## src/servo_pulse_ramp_macros.svh

```systemverilog
// Assertion macros for the servo pulse ramp.
// Both expect a clock named clock and a synchronous reset named reset in scope.
`ifndef SERVO_PULSE_RAMP_MACROS_SVH
`define SERVO_PULSE_RAMP_MACROS_SVH

// The consequent must hold in the same cycle as the antecedent.
`define SRV_ASSERT_IMP(label, ante, cons, msg) \
   label: assert property (@(posedge clock) disable iff (reset) (ante) |-> (cons)) \
      else $error(msg);

// The consequent must hold in the cycle after the antecedent.
`define SRV_ASSERT_NXT(label, ante, cons, msg) \
   label: assert property (@(posedge clock) disable iff (reset) (ante) |=> (cons)) \
      else $error(msg);

`endif

```

## src/srv_pkg.sv

```systemverilog
`default_nettype none

package srv_pkg;

   // Width of every count, limit and position value.
   localparam int unsigned VAL_W = 16;

   // Command kinds carried on req_tuser.
   localparam int unsigned FUNC_W = 2;
   localparam logic [FUNC_W-1:0] FUNC_TICK = 2'd0;
   localparam logic [FUNC_W-1:0] FUNC_MOVE = 2'd1;
   localparam logic [FUNC_W-1:0] FUNC_SET  = 2'd2;

   // Configuration register indexes.
   localparam int unsigned CSR_IDX_W = 2;
   localparam logic [CSR_IDX_W-1:0] REG_ENABLE   = 2'd0;
   localparam logic [CSR_IDX_W-1:0] REG_PERIOD   = 2'd1;
   localparam logic [CSR_IDX_W-1:0] REG_LIMIT_MIN = 2'd2;
   localparam logic [CSR_IDX_W-1:0] REG_LIMIT_MAX = 2'd3;

   // Stream payload widths, rounded up to whole bytes.
   localparam int unsigned REQ_DATA_W = 32;
   localparam int unsigned RSP_DATA_W = 40;

endpackage

`default_nettype wire

```

## src/srv_mul.sv

```systemverilog
`default_nettype none

// Shift-and-add multiplier: one multiplier bit per cycle.
module srv_mul #(
   parameter int unsigned W = srv_pkg::VAL_W
) (
   input  logic           clock,
   input  logic           reset,
   input  logic           start,
   input  logic [W-1:0]   mcand,
   input  logic [W-1:0]   mplr,
   output logic           done,
   output logic [2*W-1:0] product
);

   localparam int unsigned CntW = (W > 1) ? $clog2(W) : 1;

   logic [2*W-1:0] p_ff, p_in;
   logic [W-1:0]   mcand_ff, mcand_in;
   logic [CntW-1:0] cnt_ff, cnt_in;
   logic           busy_ff, busy_in;
   logic           done_ff, done_in;
   logic [W:0]     sum;

   always_comb begin
      p_in     = p_ff;
      mcand_in = mcand_ff;
      cnt_in   = cnt_ff;
      busy_in  = busy_ff;
      done_in  = 1'b0;
      sum      = {1'b0, p_ff[2*W-1:W]} + {1'b0, mcand_ff};
      if (start) begin
         p_in     = {{W{1'b0}}, mplr};
         mcand_in = mcand;
         cnt_in   = '0;
         busy_in  = 1'b1;
      end else if (busy_ff) begin
         if (p_ff[0]) begin
            p_in = {sum, p_ff[W-1:1]};
         end else begin
            p_in = {1'b0, p_ff[2*W-1:1]};
         end
         cnt_in = cnt_ff + CntW'(1);
         if (cnt_ff == CntW'(W - 1)) begin
            busy_in = 1'b0;
            done_in = 1'b1;
         end
      end
   end

   always_ff @(posedge clock) begin
      if (reset) begin
         busy_ff <= 1'b0;
         done_ff <= 1'b0;
         cnt_ff  <= '0;
      end else begin
         busy_ff <= busy_in;
         done_ff <= done_in;
         cnt_ff  <= cnt_in;
      end
      p_ff     <= p_in;
      mcand_ff <= mcand_in;
   end

   assign done    = done_ff;
   assign product = p_ff;

endmodule

`default_nettype wire

```

## src/srv_div.sv

```systemverilog
`default_nettype none

// Restoring divider, one quotient bit per cycle. The upper half of the
// dividend must be below the divisor, so the quotient fits in W bits.
module srv_div #(
   parameter int unsigned W = srv_pkg::VAL_W
) (
   input  logic           clock,
   input  logic           reset,
   input  logic           start,
   input  logic [2*W-1:0] dividend,
   input  logic [W-1:0]   divisor,
   output logic           done,
   output logic [W-1:0]   quotient
);

   localparam int unsigned CntW = (W > 1) ? $clog2(W) : 1;

   logic [W-1:0]    rem_ff, rem_in;
   logic [W-1:0]    dvd_ff, dvd_in;
   logic [W-1:0]    dvs_ff, dvs_in;
   logic [CntW-1:0] cnt_ff, cnt_in;
   logic            busy_ff, busy_in;
   logic            done_ff, done_in;
   logic [W:0]      trial;
   logic [W+1:0]    diff;
   logic            ge;

   always_comb begin
      rem_in  = rem_ff;
      dvd_in  = dvd_ff;
      dvs_in  = dvs_ff;
      cnt_in  = cnt_ff;
      busy_in = busy_ff;
      done_in = 1'b0;
      trial   = {rem_ff, dvd_ff[W-1]};
      diff    = {1'b0, trial} - {2'b00, dvs_ff};
      ge      = ~diff[W+1];
      if (start) begin
         rem_in  = dividend[2*W-1:W];
         dvd_in  = dividend[W-1:0];
         dvs_in  = divisor;
         cnt_in  = '0;
         busy_in = 1'b1;
      end else if (busy_ff) begin
         rem_in = ge ? diff[W-1:0] : trial[W-1:0];
         dvd_in = {dvd_ff[W-2:0], ge};
         cnt_in = cnt_ff + CntW'(1);
         if (cnt_ff == CntW'(W - 1)) begin
            busy_in = 1'b0;
            done_in = 1'b1;
         end
      end
   end

   always_ff @(posedge clock) begin
      if (reset) begin
         busy_ff <= 1'b0;
         done_ff <= 1'b0;
         cnt_ff  <= '0;
      end else begin
         busy_ff <= busy_in;
         done_ff <= done_in;
         cnt_ff  <= cnt_in;
      end
      rem_ff <= rem_in;
      dvd_ff <= dvd_in;
      dvs_ff <= dvs_in;
   end

   assign done     = done_ff;
   assign quotient = dvd_ff;

endmodule

`default_nettype wire

```

## src/servo_pulse_ramp.sv

```systemverilog
// A ramp tick runs from acceptance through the multiply steps, a hand-off to the
// divider, the divide steps, a position update and the load of the output
// register; any other item goes straight to the output register.
// The block takes one item at a time: a new item is taken only after the last
// result has been loaded into the output register, and that load waits while
// the result side stalls.
// Reset is synchronous and active high; it clears the position state and
// returns the registers to enable 0, period 0, minimum 0 and maximum 65535.
`default_nettype none

`include "servo_pulse_ramp_macros.svh"

module servo_pulse_ramp (
   input  logic                             clock,
   input  logic                             reset,
   // Input stream of commands.
   input  logic                             req_tvalid,
   output logic                             req_tready,
   input  logic [srv_pkg::REQ_DATA_W-1:0]   req_tdata,  // target_high[15:0], step_count[31:16]
   input  logic [srv_pkg::FUNC_W-1:0]       req_tuser,  // func[1:0]
   // Result stream, one item per command.
   output logic                             rsp_tvalid,
   input  logic                             rsp_tready,
   output logic [srv_pkg::RSP_DATA_W-1:0]   rsp_tdata,  // high_count[15:0], low_count[31:16],
                                                        // updated[32], moving[33], zero[39:34]
   // Configuration write port.
   input  logic                             csr_we,
   input  logic [srv_pkg::CSR_IDX_W-1:0]    csr_index,
   input  logic [srv_pkg::VAL_W-1:0]        csr_wdata
);

   import srv_pkg::*;

   // Controller states. The block takes a new item only in S_IDLE; S_MUL and
   // S_DIV wait for the serial units, and S_OUT hands the result to the output
   // register as soon as that register is free.
   localparam logic [1:0] S_IDLE = 2'd0;
   localparam logic [1:0] S_MUL  = 2'd1;
   localparam logic [1:0] S_DIV  = 2'd2;
   localparam logic [1:0] S_OUT  = 2'd3;

   logic [1:0]       state_ff, state_in;

   // Configuration registers.
   logic             enable_ff, enable_in;
   logic [VAL_W-1:0] period_ff, period_in;
   logic [VAL_W-1:0] lim_min_ff, lim_min_in;
   logic [VAL_W-1:0] lim_max_ff, lim_max_in;

   // Ramp state.
   logic [VAL_W-1:0] now_ff, now_in;
   logic [VAL_W-1:0] start_ff, start_in;
   logic [VAL_W-1:0] target_ff, target_in;
   logic [VAL_W-1:0] idx_ff, idx_in;
   logic [VAL_W-1:0] total_ff, total_in;
   logic             neg_ff, neg_in;
   logic             upd_ff, upd_in;

   // Output register.
   logic                  rsp_valid_ff, rsp_valid_in;
   logic [RSP_DATA_W-1:0] rsp_data_ff, rsp_data_in;

   // Serial arithmetic.
   logic               mul_start, mul_done;
   logic [VAL_W-1:0]   mul_mcand, mul_mplr;
   logic [2*VAL_W-1:0] mul_product;
   logic               div_start, div_done;
   logic [VAL_W-1:0]   div_quot;

   // Helpers.
   logic [FUNC_W-1:0] req_func;
   logic [VAL_W-1:0]  req_target, req_steps, tgt_clamped;
   logic              accept;
   logic [VAL_W:0]    ramp_up, ramp_down;
   logic [VAL_W-1:0]  ramp_raw, ramp_clamped;
   logic [VAL_W:0]    low_diff;
   logic [VAL_W-1:0]  low_count;
   logic              moving;

   assign req_func   = req_tuser;
   assign req_target = req_tdata[VAL_W-1:0];
   assign req_steps  = req_tdata[2*VAL_W-1:VAL_W];
   assign req_tready = (state_ff == S_IDLE);
   assign accept     = req_tvalid && req_tready;

   // A move target is checked against the minimum first, then the maximum.
   always_comb begin
      if (req_target < lim_min_ff) begin
         tgt_clamped = lim_min_ff;
      end else if (req_target > lim_max_ff) begin
         tgt_clamped = lim_max_ff;
      end else begin
         tgt_clamped = req_target;
      end
   end

   // The quotient is the magnitude of the step away from the start; the sign of
   // the ramp was kept in neg_ff. A ramp tick checks the maximum first, so with
   // inverted limits the maximum wins.
   always_comb begin
      ramp_up   = {1'b0, start_ff} + {1'b0, div_quot};
      ramp_down = {1'b0, start_ff} - {1'b0, div_quot};
      if (neg_ff) begin
         ramp_raw = ramp_down[VAL_W] ? '0 : ramp_down[VAL_W-1:0];
      end else begin
         ramp_raw = ramp_up[VAL_W] ? '1 : ramp_up[VAL_W-1:0];
      end
      if (ramp_raw > lim_max_ff) begin
         ramp_clamped = lim_max_ff;
      end else if (ramp_raw < lim_min_ff) begin
         ramp_clamped = lim_min_ff;
      end else begin
         ramp_clamped = ramp_raw;
      end
   end

   // The low phase is what remains of the period, never below zero.
   assign low_diff  = {1'b0, period_ff} - {1'b0, now_ff};
   assign low_count = low_diff[VAL_W] ? '0 : low_diff[VAL_W-1:0];
   assign moving    = (idx_ff < total_ff);

   always_comb begin
      state_in     = state_ff;
      enable_in    = enable_ff;
      period_in    = period_ff;
      lim_min_in   = lim_min_ff;
      lim_max_in   = lim_max_ff;
      now_in       = now_ff;
      start_in     = start_ff;
      target_in    = target_ff;
      idx_in       = idx_ff;
      total_in     = total_ff;
      neg_in       = neg_ff;
      upd_in       = upd_ff;
      rsp_valid_in = rsp_valid_ff;
      rsp_data_in  = rsp_data_ff;
      mul_start    = 1'b0;
      mul_mcand    = '0;
      mul_mplr     = '0;
      div_start    = 1'b0;

      // Configuration writes must be issued only while the block is idle; the block itself does not enforce it.
      if (csr_we) begin
         case (csr_index)
            REG_ENABLE:    enable_in  = csr_wdata[0];
            REG_PERIOD:    period_in  = csr_wdata;
            REG_LIMIT_MIN: lim_min_in = csr_wdata;
            REG_LIMIT_MAX: lim_max_in = csr_wdata;
            default:       ;
         endcase
      end

      if (rsp_tready) begin
         rsp_valid_in = 1'b0;
      end

      case (state_ff)
         S_IDLE: begin
            if (accept) begin
               state_in = S_OUT;
               upd_in   = 1'b0;
               case (req_func)
                  FUNC_TICK: begin
                     // The index is below the total, so the increment cannot wrap
                     // and the product over the total stays within 16 bits.
                     if (enable_ff && moving) begin
                        idx_in    = idx_ff + VAL_W'(1);
                        neg_in    = (target_ff < start_ff);
                        mul_start = 1'b1;
                        mul_mcand = (target_ff < start_ff) ? (start_ff - target_ff)
                                                           : (target_ff - start_ff);
                        mul_mplr  = idx_ff + VAL_W'(1);
                        upd_in    = 1'b1;
                        state_in  = S_MUL;
                     end
                  end
                  FUNC_MOVE: begin
                     target_in = tgt_clamped;
                     start_in  = now_ff;
                     total_in  = (req_steps == '0) ? VAL_W'(1) : req_steps;
                     idx_in    = '0;
                     upd_in    = 1'b1;
                  end
                  FUNC_SET: begin
                     now_in    = req_target;
                     start_in  = req_target;
                     target_in = req_target;
                     idx_in    = '0;
                     total_in  = '0;
                     upd_in    = 1'b1;
                  end
                  default: ;
               endcase
            end
         end
         S_MUL: begin
            if (mul_done) begin
               div_start = 1'b1;
               state_in  = S_DIV;
            end
         end
         S_DIV: begin
            if (div_done) begin
               now_in   = ramp_clamped;
               state_in = S_OUT;
            end
         end
         S_OUT: begin
            if (!rsp_valid_ff || rsp_tready) begin
               rsp_valid_in = 1'b1;
               rsp_data_in  = {{(RSP_DATA_W - 2*VAL_W - 2){1'b0}},
                               moving, upd_ff, low_count, now_ff};
               state_in     = S_IDLE;
            end
         end
         default: state_in = S_IDLE;
      endcase
   end

   always_ff @(posedge clock) begin
      if (reset) begin
         state_ff     <= S_IDLE;
         enable_ff    <= 1'b0;
         period_ff    <= '0;
         lim_min_ff   <= '0;
         lim_max_ff   <= '1;
         now_ff       <= '0;
         start_ff     <= '0;
         target_ff    <= '0;
         idx_ff       <= '0;
         total_ff     <= '0;
         rsp_valid_ff <= 1'b0;
      end else begin
         state_ff     <= state_in;
         enable_ff    <= enable_in;
         period_ff    <= period_in;
         lim_min_ff   <= lim_min_in;
         lim_max_ff   <= lim_max_in;
         now_ff       <= now_in;
         start_ff     <= start_in;
         target_ff    <= target_in;
         idx_ff       <= idx_in;
         total_ff     <= total_in;
         rsp_valid_ff <= rsp_valid_in;
      end
      neg_ff      <= neg_in;
      upd_ff      <= upd_in;
      rsp_data_ff <= rsp_data_in;
   end

   assign rsp_tvalid = rsp_valid_ff;
   assign rsp_tdata  = rsp_data_ff;

   // The span of the ramp times the step index, one bit per cycle.
   srv_mul #(.W(VAL_W)) u_mul (
      .clock   (clock),
      .reset   (reset),
      .start   (mul_start),
      .mcand   (mul_mcand),
      .mplr    (mul_mplr),
      .done    (mul_done),
      .product (mul_product)
   );

   // That product over the step total, one quotient bit per cycle.
   srv_div #(.W(VAL_W)) u_div (
      .clock    (clock),
      .reset    (reset),
      .start    (div_start),
      .dividend (mul_product),
      .divisor  (total_ff),
      .done     (div_done),
      .quotient (div_quot)
   );

   // The step index never passes the step total; the divider relies on it.
   `SRV_ASSERT_IMP(a_idx_within_total, 1'b1, idx_ff <= total_ff, "step index beyond total")
   // A finished product is handed straight to the divider.
   `SRV_ASSERT_NXT(a_mul_to_div, mul_done, state_ff == S_DIV, "product not passed on")
   // A new result appears only when the controller retires an item.
   `SRV_ASSERT_IMP(a_rsp_from_out, $rose(rsp_tvalid), $past(state_ff) == S_OUT,
                   "result without a retiring item")

endmodule

`default_nettype wire
```

## config.mk

```make
export PLATFORM = sky130hd
export DESIGN_NAME = servo_pulse_ramp
export DESIGN_NICKNAME = d
export VERILOG_FILES = /design/src/srv_pkg.sv /design/src/srv_mul.sv /design/src/srv_div.sv /design/src/servo_pulse_ramp.sv
export VERILOG_INCLUDE_DIRS = /design/src /design/src/src
export SDC_FILE = /design/constraint.sdc
export NUM_CORES = 1
export LEC_CHECK = 0
export CAP_MARGIN = 20
export CORE_MARGIN = 2
export CORE_UTILIZATION = 59
export DETAILED_ROUTE_END_ITERATION = 10
export DONT_BUFFER_PORTS = 1
export HOLD_SLACK_MARGIN = 0.05
export PLACE_DENSITY = 0.78
export SYNTH_ARGS = -nofsm -noshare
export SYNTH_HDL_FRONTEND = slang
export SYNTH_SLANG_ARGS = --single-unit
```

## constraint.sdc

```tcl
create_clock -name clock -period 4.3 [get_ports clock]
set_input_delay 0.645 -clock clock [delete_from_list [all_inputs] [get_ports clock]]
set_output_delay 0.645 -clock clock [all_outputs]
set_load 0.03 [all_outputs]
```

---- Word level (Yosys, flattened, before mapping) ----
Index checks and enable logic that the tools add are counted.
cells by class
  muxes and demuxes ....................... 55
  $add $sub $neg .......................... 10
  magnitude comparators ................... 6
  equal/unequal tests ..................... 16
  reductions and logical operators ........ 29
  bitwise logic cells ..................... 3
operators with widths
  cell                   count
  $mux 16                24
  $pmux 16 s2            5
  $lt 16x16->1           4
  $add 16x16->17         2
  $sub 16x16->17         2
  $gt 16x16->1           2
  $mux 32                1
  $sub 16x16->16         2
  $sub 17x16->18         1
  $mux 1                 17
  $add 16x1->16 const B  1
  $logic_not 16->1       1
  $reduce_and 4->1       4
  $mux 2                 6
  $reduce_and 2->1       6
  $eq 2x2->1 const B     5
  $reduce_bool 2->1      5
  $add 4x1->4 const B    2
  $eq 4x4->1 const B     2
  $ne 2x1->1 const B     4
  $pmux 2 s4             1
  $eq 2x1->1 const B     3
  $logic_not 2->1        3
  $reduce_or 2->1        3
  other kinds (8)        13
word-level totals
  input port bits ......................... 57
  register bits ........................... 276

---- Longest topological paths before layout ----
Gate-level depths: netlist of the first run.
  depth after elaboration ................. 8
  gate-level depth with buffers ........... 23
  mapped depth without buffers ............ 21

---- Hierarchy ----
Synthesis of the first run repeated with hierarchy kept, for this count alone.
unflattened totals
  cells, all modules ...................... 2,250
  area, all modules ....................... 19,721.4 µm²
modules (own cells, without submodules)
  module            cells an instance  area an instance (µm²)  instances
  servo_pulse_ramp  1,687              13,467.9                1
  srv_div           295                3,320.7                 1
  srv_mul           268                2,932.8                 1

---- Worst setup path after synthesis of the first run ----
Ideal clock, no wire load.
  path type ............................... register to register
  start point ............................. reg u_div.dvd_ff[15] (netlist: u_div.quotient[15])
  end point ............................... reg now_ff[12]
  buffers on the path ..................... 2
  stages on the path, launching flop included .. 20
  arrival time ............................ 4,530 ps
  slack ................................... -325 ps
  data required time ...................... 4,205 ps
  cells stage by stage .................... edfxtp_1 inv_1 ha_1 or4_4 or3_4 and3_4 buf_6 a221o_1 a21oi_1 ha_1 a21o_1 a21o_1 a21oi_1 o21ai_0 nor4_1 a21oi_4 buf_4 nor2_1 o21ai_1 a221oi_1
between the ends
  word-level cells in the longest chain between the ends .. 8
  elaborated cells between the ends (all ways) .. 11
  those cells by class .................... add/sub (2); order compare (2); mux (7)
ends and longest elaborated chain
  element                                                  line                                              text
  start: declaration                                       srv_div.sv:20                                     logic [W-1:0] dvd_ff, dvd_in;
  start signal: assignment                                 srv_div.sv:67                                     dvd_ff <= dvd_in;
  $add 16x16->17 / $sub 16x16->17 (equally long branches)  servo_pulse_ramp.sv:101, servo_pulse_ramp.sv:102
  $mux 16, on equally long branches                        servo_pulse_ramp.sv:106, servo_pulse_ramp.sv:104
  $mux 16 *                                                servo_pulse_ramp.sv:103                           if (neg_ff) begin
  $lt 16x16->1                                             servo_pulse_ramp.sv:110                           end else if (ramp_raw < lim_min_ff) begin
  $mux 16                                                  servo_pulse_ramp.sv:110
  $mux 16 *                                                servo_pulse_ramp.sv:108                           if (ramp_raw > lim_max_ff) begin
  $mux 16 *                                                servo_pulse_ramp.sv:203                           if (div_done) begin
  $pmux 16 s2 *                                            servo_pulse_ramp.sv:157                           case (state_ff)
  end signal: assignment                                   servo_pulse_ramp.sv:239                           now_ff <= now_in;
  end: declaration                                         servo_pulse_ramp.sv:51                            logic [VAL_W-1:0] now_ff, now_in;
Mark *: on every way between the ends. The rest lies on a longest branch, timed or not. The select of a mux whose other input is x is not followed.
A chain may end at the register's enable or synchronous reset.

---- Worst setup path after layout of the first run ----
  start point ............................. reg u_div.dvd_ff[15] (netlist: u_div.quotient[15])
  end point ............................... reg now_ff[15]
Same word-level chain as after synthesis.

==> flow_summary.toml, run 1 <==
[floorplan]
io_pins = 99
die_w_um = 184
start_util = 0.601
dieArea_mm2 = 0.0337
rows = 65
core_area_mm2 = 0.0316
die_y_um = 184

[critical_path]
path_class = "flop to flop"
cp-end-kind = "flop"
arrival_ns = 5.03
required_ns = 4.79
critical-path-slowest-cell = "or4_4"
cpMostUsedCell = "a21o_1"
path_buf_inv = 3
path_delay_family = "simple AND/OR/NAND/NOR gates"
path_cells = "inv_2, ha_4, or4_4, or3_4, and3_4, buf_6, a221oi_4, nor2_1, nor2_2, ha_2, a21o_1, a21o_1, a21oi_2, o21ai_2, nor4_4, buf_4, a21o_4, or4b_4, a221oi_2"
slowest_delay_ns = 0.57
worst_setup_path_start_kind = "flop"
critPathMaxFanout = 6

[run_status]
outcome = "finished with violations"
violations = "negative setup slack"

[clocking]
clockBufferDepth = 3
clk_latency_ns = 0.59
cts_tree = "built"
cts_root_buffer = "clkbuf_16"
h-tree-depth = 1
cts_sinks = 276
clk_pin_slew_worst_paths_ns = 0.06
numCtsBuffers = 30
postCtsHoldBufs = 0

[synth]
synth_ff_type = "dfxtp_1"
ys_seq_elements = 276
netlist.area_leader.share = 0.183
yosys.area.top_type = "edfxtp_1"
synth-seq-area-share = 0.352
syn_area_mm2 = 0.0190
synthTopCellsByArea = "edfxtp_1, dfxtp_1, ha_1"
synth_edf_count = 116
ys_types = 86
synthCells = 2177
synth_area_per_cell_um2 = 8.73
yosys_warnings = 0
async_reset_ff_frac = 0

[global_routing]
grt_max_degree = 142
grt.total_usage = 0.349
grt_pass1_wl_um = 92500
grt_overflow = 0
grt_antenna_before_repair = 1
grt_pass1_vias = 16600

[timing]
clock.fmax_ghz = 0.221
period_share = 1.05
hold_violations = 0
post-route-min-period_ns = 4.53
tightestPinTransition_ns = 1.05
grt_setup_unrepaired = "true"
hold-worst-slack_ns = 0.132
finalWorstSetupSlack_ns = -0.234
fin_skew_ns = 0.0179
setup_viol = 16
relSlewSlack = 0.299
drv_slew = 0

[finish]
final_nets = 2569
areaGrowthSynthToFinish_pct = 18.6
final_common_cell = "nand2_1"
fillers = 2412
largest_register_ffs = 34
n_antenna_cell = 0
final_cell_mix = "nand2_1, nor2_1, buf_4"
layout-drive-gt1-share = 0.176

[detailed_routing]
viasPerCell = 6.28
dr.pass1.iters = 6
drtAntennaViolNets = 0
drcViolationCount = 0
vias = 17200
wirelength_um = 60000
first_iter_violations = 1565
routedWlPerCell_um = 22.0

[power_and_ir_drop]
powerDensity_mw_per_mm2 = 488
leakagePower_nw = 9.27
ir_drop_mv = 0.521
fin_total_pwr_w = 0.0110

[place]
dp_hpwl_um = 44200
port_buffers = 0
gp_congestion = 0.939

[min_path]
worstHoldPathType = "input port to flop"

[job]
drv_cap = 0
-- Yosys cell counts, drive strengths merged (7+ instances only) --
| master | number |
|---|---|
| ha | 198 |
| nand2 | 196 |
| nor2 | 195 |
| a21oi | 187 |
| inv | 180 |
| dfxtp | 160 |
| edfxtp | 116 |
| o21ai | 115 |
| clkbuf | 89 |
| a21o | 78 |
| mux2i | 71 |
| a211oi | 48 |
| nor3 | 42 |
| xnor2 | 41 |
| nand3 | 34 |
| nor2b | 27 |
| o221ai | 26 |
| nand2b | 24 |
| a211o | 22 |
| a221oi | 22 |
| nand4 | 22 |
| xor2 | 22 |
| buf | 21 |
| and3 | 20 |
| nand3b | 19 |
| o21a | 19 |
| nor4 | 14 |
| o211ai | 14 |
| o21bai | 14 |
| a22oi | 10 |
| o41ai | 9 |
| a2111oi | 8 |
| or2 | 8 |
| a221o | 7 |
| and2 | 7 |
| fa | 7 |
| mux2 | 7 |
-- power breakdown --
| group | internal (W) | total (W) | switching, W | leakage, nW |
|---|---|---|---|---|
| sequential | 0.00304 | 0.00341 | 0.000362 | 2.33 |
| combinational | 0.00213 | 0.00489 | 0.00275 | 6.44 |
| clock | 0.00158 | 0.00271 | 0.00112 | 0.496 |
-- layout make-up --
| cell class | count | area (um2) | share of cell area |
|---|---|---|---|
| timing repair buffer | 202 | 1640 | 0.0729 |
| clock inverter | 15 | 204 | 0.00904 |
| sequential | 276 | 6690 | 0.297 |
| multi-input combinational | 1614 | 12000 | 0.532 |
| inverter | 183 | 694 | 0.0308 |
| tap | 402 | 503 | 0.0223 |
| clock buffer | 40 | 820 | 0.0363 |
-- logic make-up after synthesis --
logic type	synth area share
flip-flops	0.352
XOR/XNOR	0.0290
other	0.000197
buffers and inverters	0.0607
multiplexers	0.0415
adder cells (fa/ha/maj)	0.138
AO/OA/AOI/OAI	0.225
AND/OR/NAND/NOR	0.154
-- layer usage --
layer | wire [um] | track usage
met5 | 13 | 0
met4 | 2110 | 0.120
met3 | 5330 | 0.0588
met2 | 26800 | 0.551
met1 | 25700 | 0.486
-- repair_timing --
| action | CTS | global route |
|---|---|---|
| cloned | 1 | 0 |
| pin swaps | 40 | 59 |
| buffers inserted | 28 | 10 |
| setup endpoints to repair | 16 | 16 |
| gates resized for setup | 84 | 79 |
-- worst paths after layout --
check,startpoint,end,slack (ns),cells after the start
setup / recovery,u_div.quotient[15],now_ff[15],-0.23,19
hold / removal,reset,period_ff[14],0.13,1
setup reg to reg,u_div.quotient[15],now_ff[15],-0.23,19
hold reg to reg,lim_min_ff[14],lim_min_ff[14],0.45,2
-- stage by stage --
stage | instance area, um2 | utilization | instances | TNS, ns | worst slack (ns)
after floorplan | 19100 | - | 2182 | 0 | 0.00921
after global placement | 20400 | 0.645 | 2638 | -3.54 | -0.294
after detailed placement | 20400 | 0.645 | 2639 | -5.25 | -0.390
after CTS | 22000 | 0.696 | 2720 | -2.67 | -0.228
after global routing | 22500 | 0.713 | 2732 | -5.04 | -0.393
final | 22500 | 0.713 | 2732 | -2.59 | -0.234
No activity file was read; power rests on OpenSTA's default activity.
==> run 2, diff against run 1 <==
--- a/config.mk
+++ b/config.mk
@@ -8,11 +8,11 @@
 export LEC_CHECK = 0
 export CAP_MARGIN = 20
 export CORE_MARGIN = 2
-export CORE_UTILIZATION = 59
+export CORE_UTILIZATION = 45
 export DETAILED_ROUTE_END_ITERATION = 10
 export DONT_BUFFER_PORTS = 1
 export HOLD_SLACK_MARGIN = 0.05
-export PLACE_DENSITY = 0.78
+export SKIP_CTS_REPAIR_TIMING = 1
 export SYNTH_ARGS = -nofsm -noshare
 export SYNTH_HDL_FRONTEND = slang
 export SYNTH_SLANG_ARGS = --single-unit
==> flow_summary.toml, run 2 (synthesis results as in run 1) <==
[finish]
final_common_cell = "nand2_1"
layout-drive-gt1-share = 0.174
areaGrowthSynthToFinish_pct = 19.4
final_cell_mix = "nand2_1, buf_4, ha_1"
largest_register_ffs = 34
final_nets = 2575
fin_util = 0.542
n_antenna_cell = 0

[global_routing]
grt_pass1_wl_um = 91000
grt_pass1_vias = 16000
grt.total_usage = 0.265
grt_overflow = 0
grt_antenna_before_repair = 0
grt_max_degree = 142

[timing]
drv_slew = 0
hold_violations = 0
grt_setup_unrepaired = "true"
setup_viol = 16
final.setup.tns_ns = -3.51
fin_skew_ns = 0.0240
post-route-min-period_ns = 4.60
clock.fmax_ghz = 0.218
period_share = 1.07
finalWorstSetupSlack_ns = -0.297
tightestPinTransition_ns = 1.14
relSlewSlack = 0.235

[run_status]
outcome = "finished with violations"
violations = "negative setup slack"

[clocking]
clk_latency_ns = 0.56
cts_sinks = 276
clk_pin_slew_worst_paths_ns = 0.06
cts_root_buffer = "clkbuf_16"
clockBufferDepth = 3
numCtsBuffers = 34
h-tree-depth = 2
cts_tree = "built"

[detailed_routing]
vias = 16800
dr.pass1.iters = 5
viasPerCell = 5.85
drtAntennaViolNets = 0
routedWlPerCell_um = 20.7
drcViolationCount = 0
wirelength_um = 59600
first_iter_violations = 1381

[place]
dp_hpwl_um = 45400
port_buffers = 0
gp_congestion = 0.992

[floorplan]
dieArea_mm2 = 0.0439
core_area_mm2 = 0.0419
die_w_um = 210
die_y_um = 210
start_util = 0.454
io_pins = 99
rows = 75

[critical_path]
path_cells = "ha_2, fa_2, nor2b_4, o221ai_4, a31o_4, or3_4, and3_4, a221o_1, a21oi_2, ha_1, a21o_1, a21o_1, a21oi_2, o21ai_4, nor4_4, a21oi_4, buf_6, mux2_2, o21ba_2"
cp-end-kind = "flop"
slowest_delay_ns = 0.40
reg2reg_slack_ns = -0.30
required_ns = 4.75
critPathMaxFanout = 8
critical-path-slowest-cell = "edfxtp_1"
path_class = "flop to flop"
arrival_ns = 5.04
worst_setup_path_start_kind = "flop"

[power_and_ir_drop]
fin_total_pwr_w = 0.0112
leakagePower_nw = 9.33
powerDensity_mw_per_mm2 = 492
ir_drop_mv = 0.366

[job]
drv_cap = 0

[min_path]
worstHoldPathType = "input port to flop"
## run 2: final timing paths
kind,startpoint,end,cells after the start
setup / recovery,u_div.quotient[0],now_ff[3],19
hold / removal,reset,period_ff[5],1
setup reg to reg,u_div.quotient[0],now_ff[3],19
hold reg to reg,upd_ff,rsp_tdata[32],0
## run 2: per-layer routing
layer	routed length, um	track usage	share of wire
met1	26100	0.356	0.44
met4	1850	0.0841	0.031
met5	0	0	0
met2	27300	0.425	0.46
met3	4350	0.0596	0.073
## run 2: final cells by class
type                       count  area, um2
tap                          539        674
clock inverter                17        180
clock buffer                  45        966
multi-input combinational   1613      11800
fill                        3837      19200
sequential                   276       6690
inverter                     183        692
timing repair buffer         205       1650
## run 2: critical path: cells and delay by family, from the launching register on
kind / cells / cell delay [ns]
compound gates: 10 / 1.91
simple gates: 4 / 1.06
fa+ha+maj: 3 / 0.69
flops: 1 / 0.40
mux: 1 / 0.26
buf+inv: 1 / 0.16
## run 2: per-stage QoR
stage	cell area [um2]	setup slack [ns]	hold WS (ns)	std cells
3_3_place_gp	20700	-0.354	0.415	2791
4_1_cts	21800	-0.541	0.147	2853
6_report	22700	-0.297	0.158	2878
3_5_place_dp	20700	-0.504	0.410	2791
5_1_grt	22700	-0.439	0.149	2878
2_1_floorplan	19100	0.00921	0.400	2182
## run 2: power breakdown
part           total (W)  switching, W  internal [W]  leakage (nW)
clock network    0.00297       0.00123       0.00174         0.556
logic            0.00479       0.00268       0.00210          6.44
registers        0.00341      0.000369       0.00304          2.33
total             0.0112       0.00428       0.00688          9.33
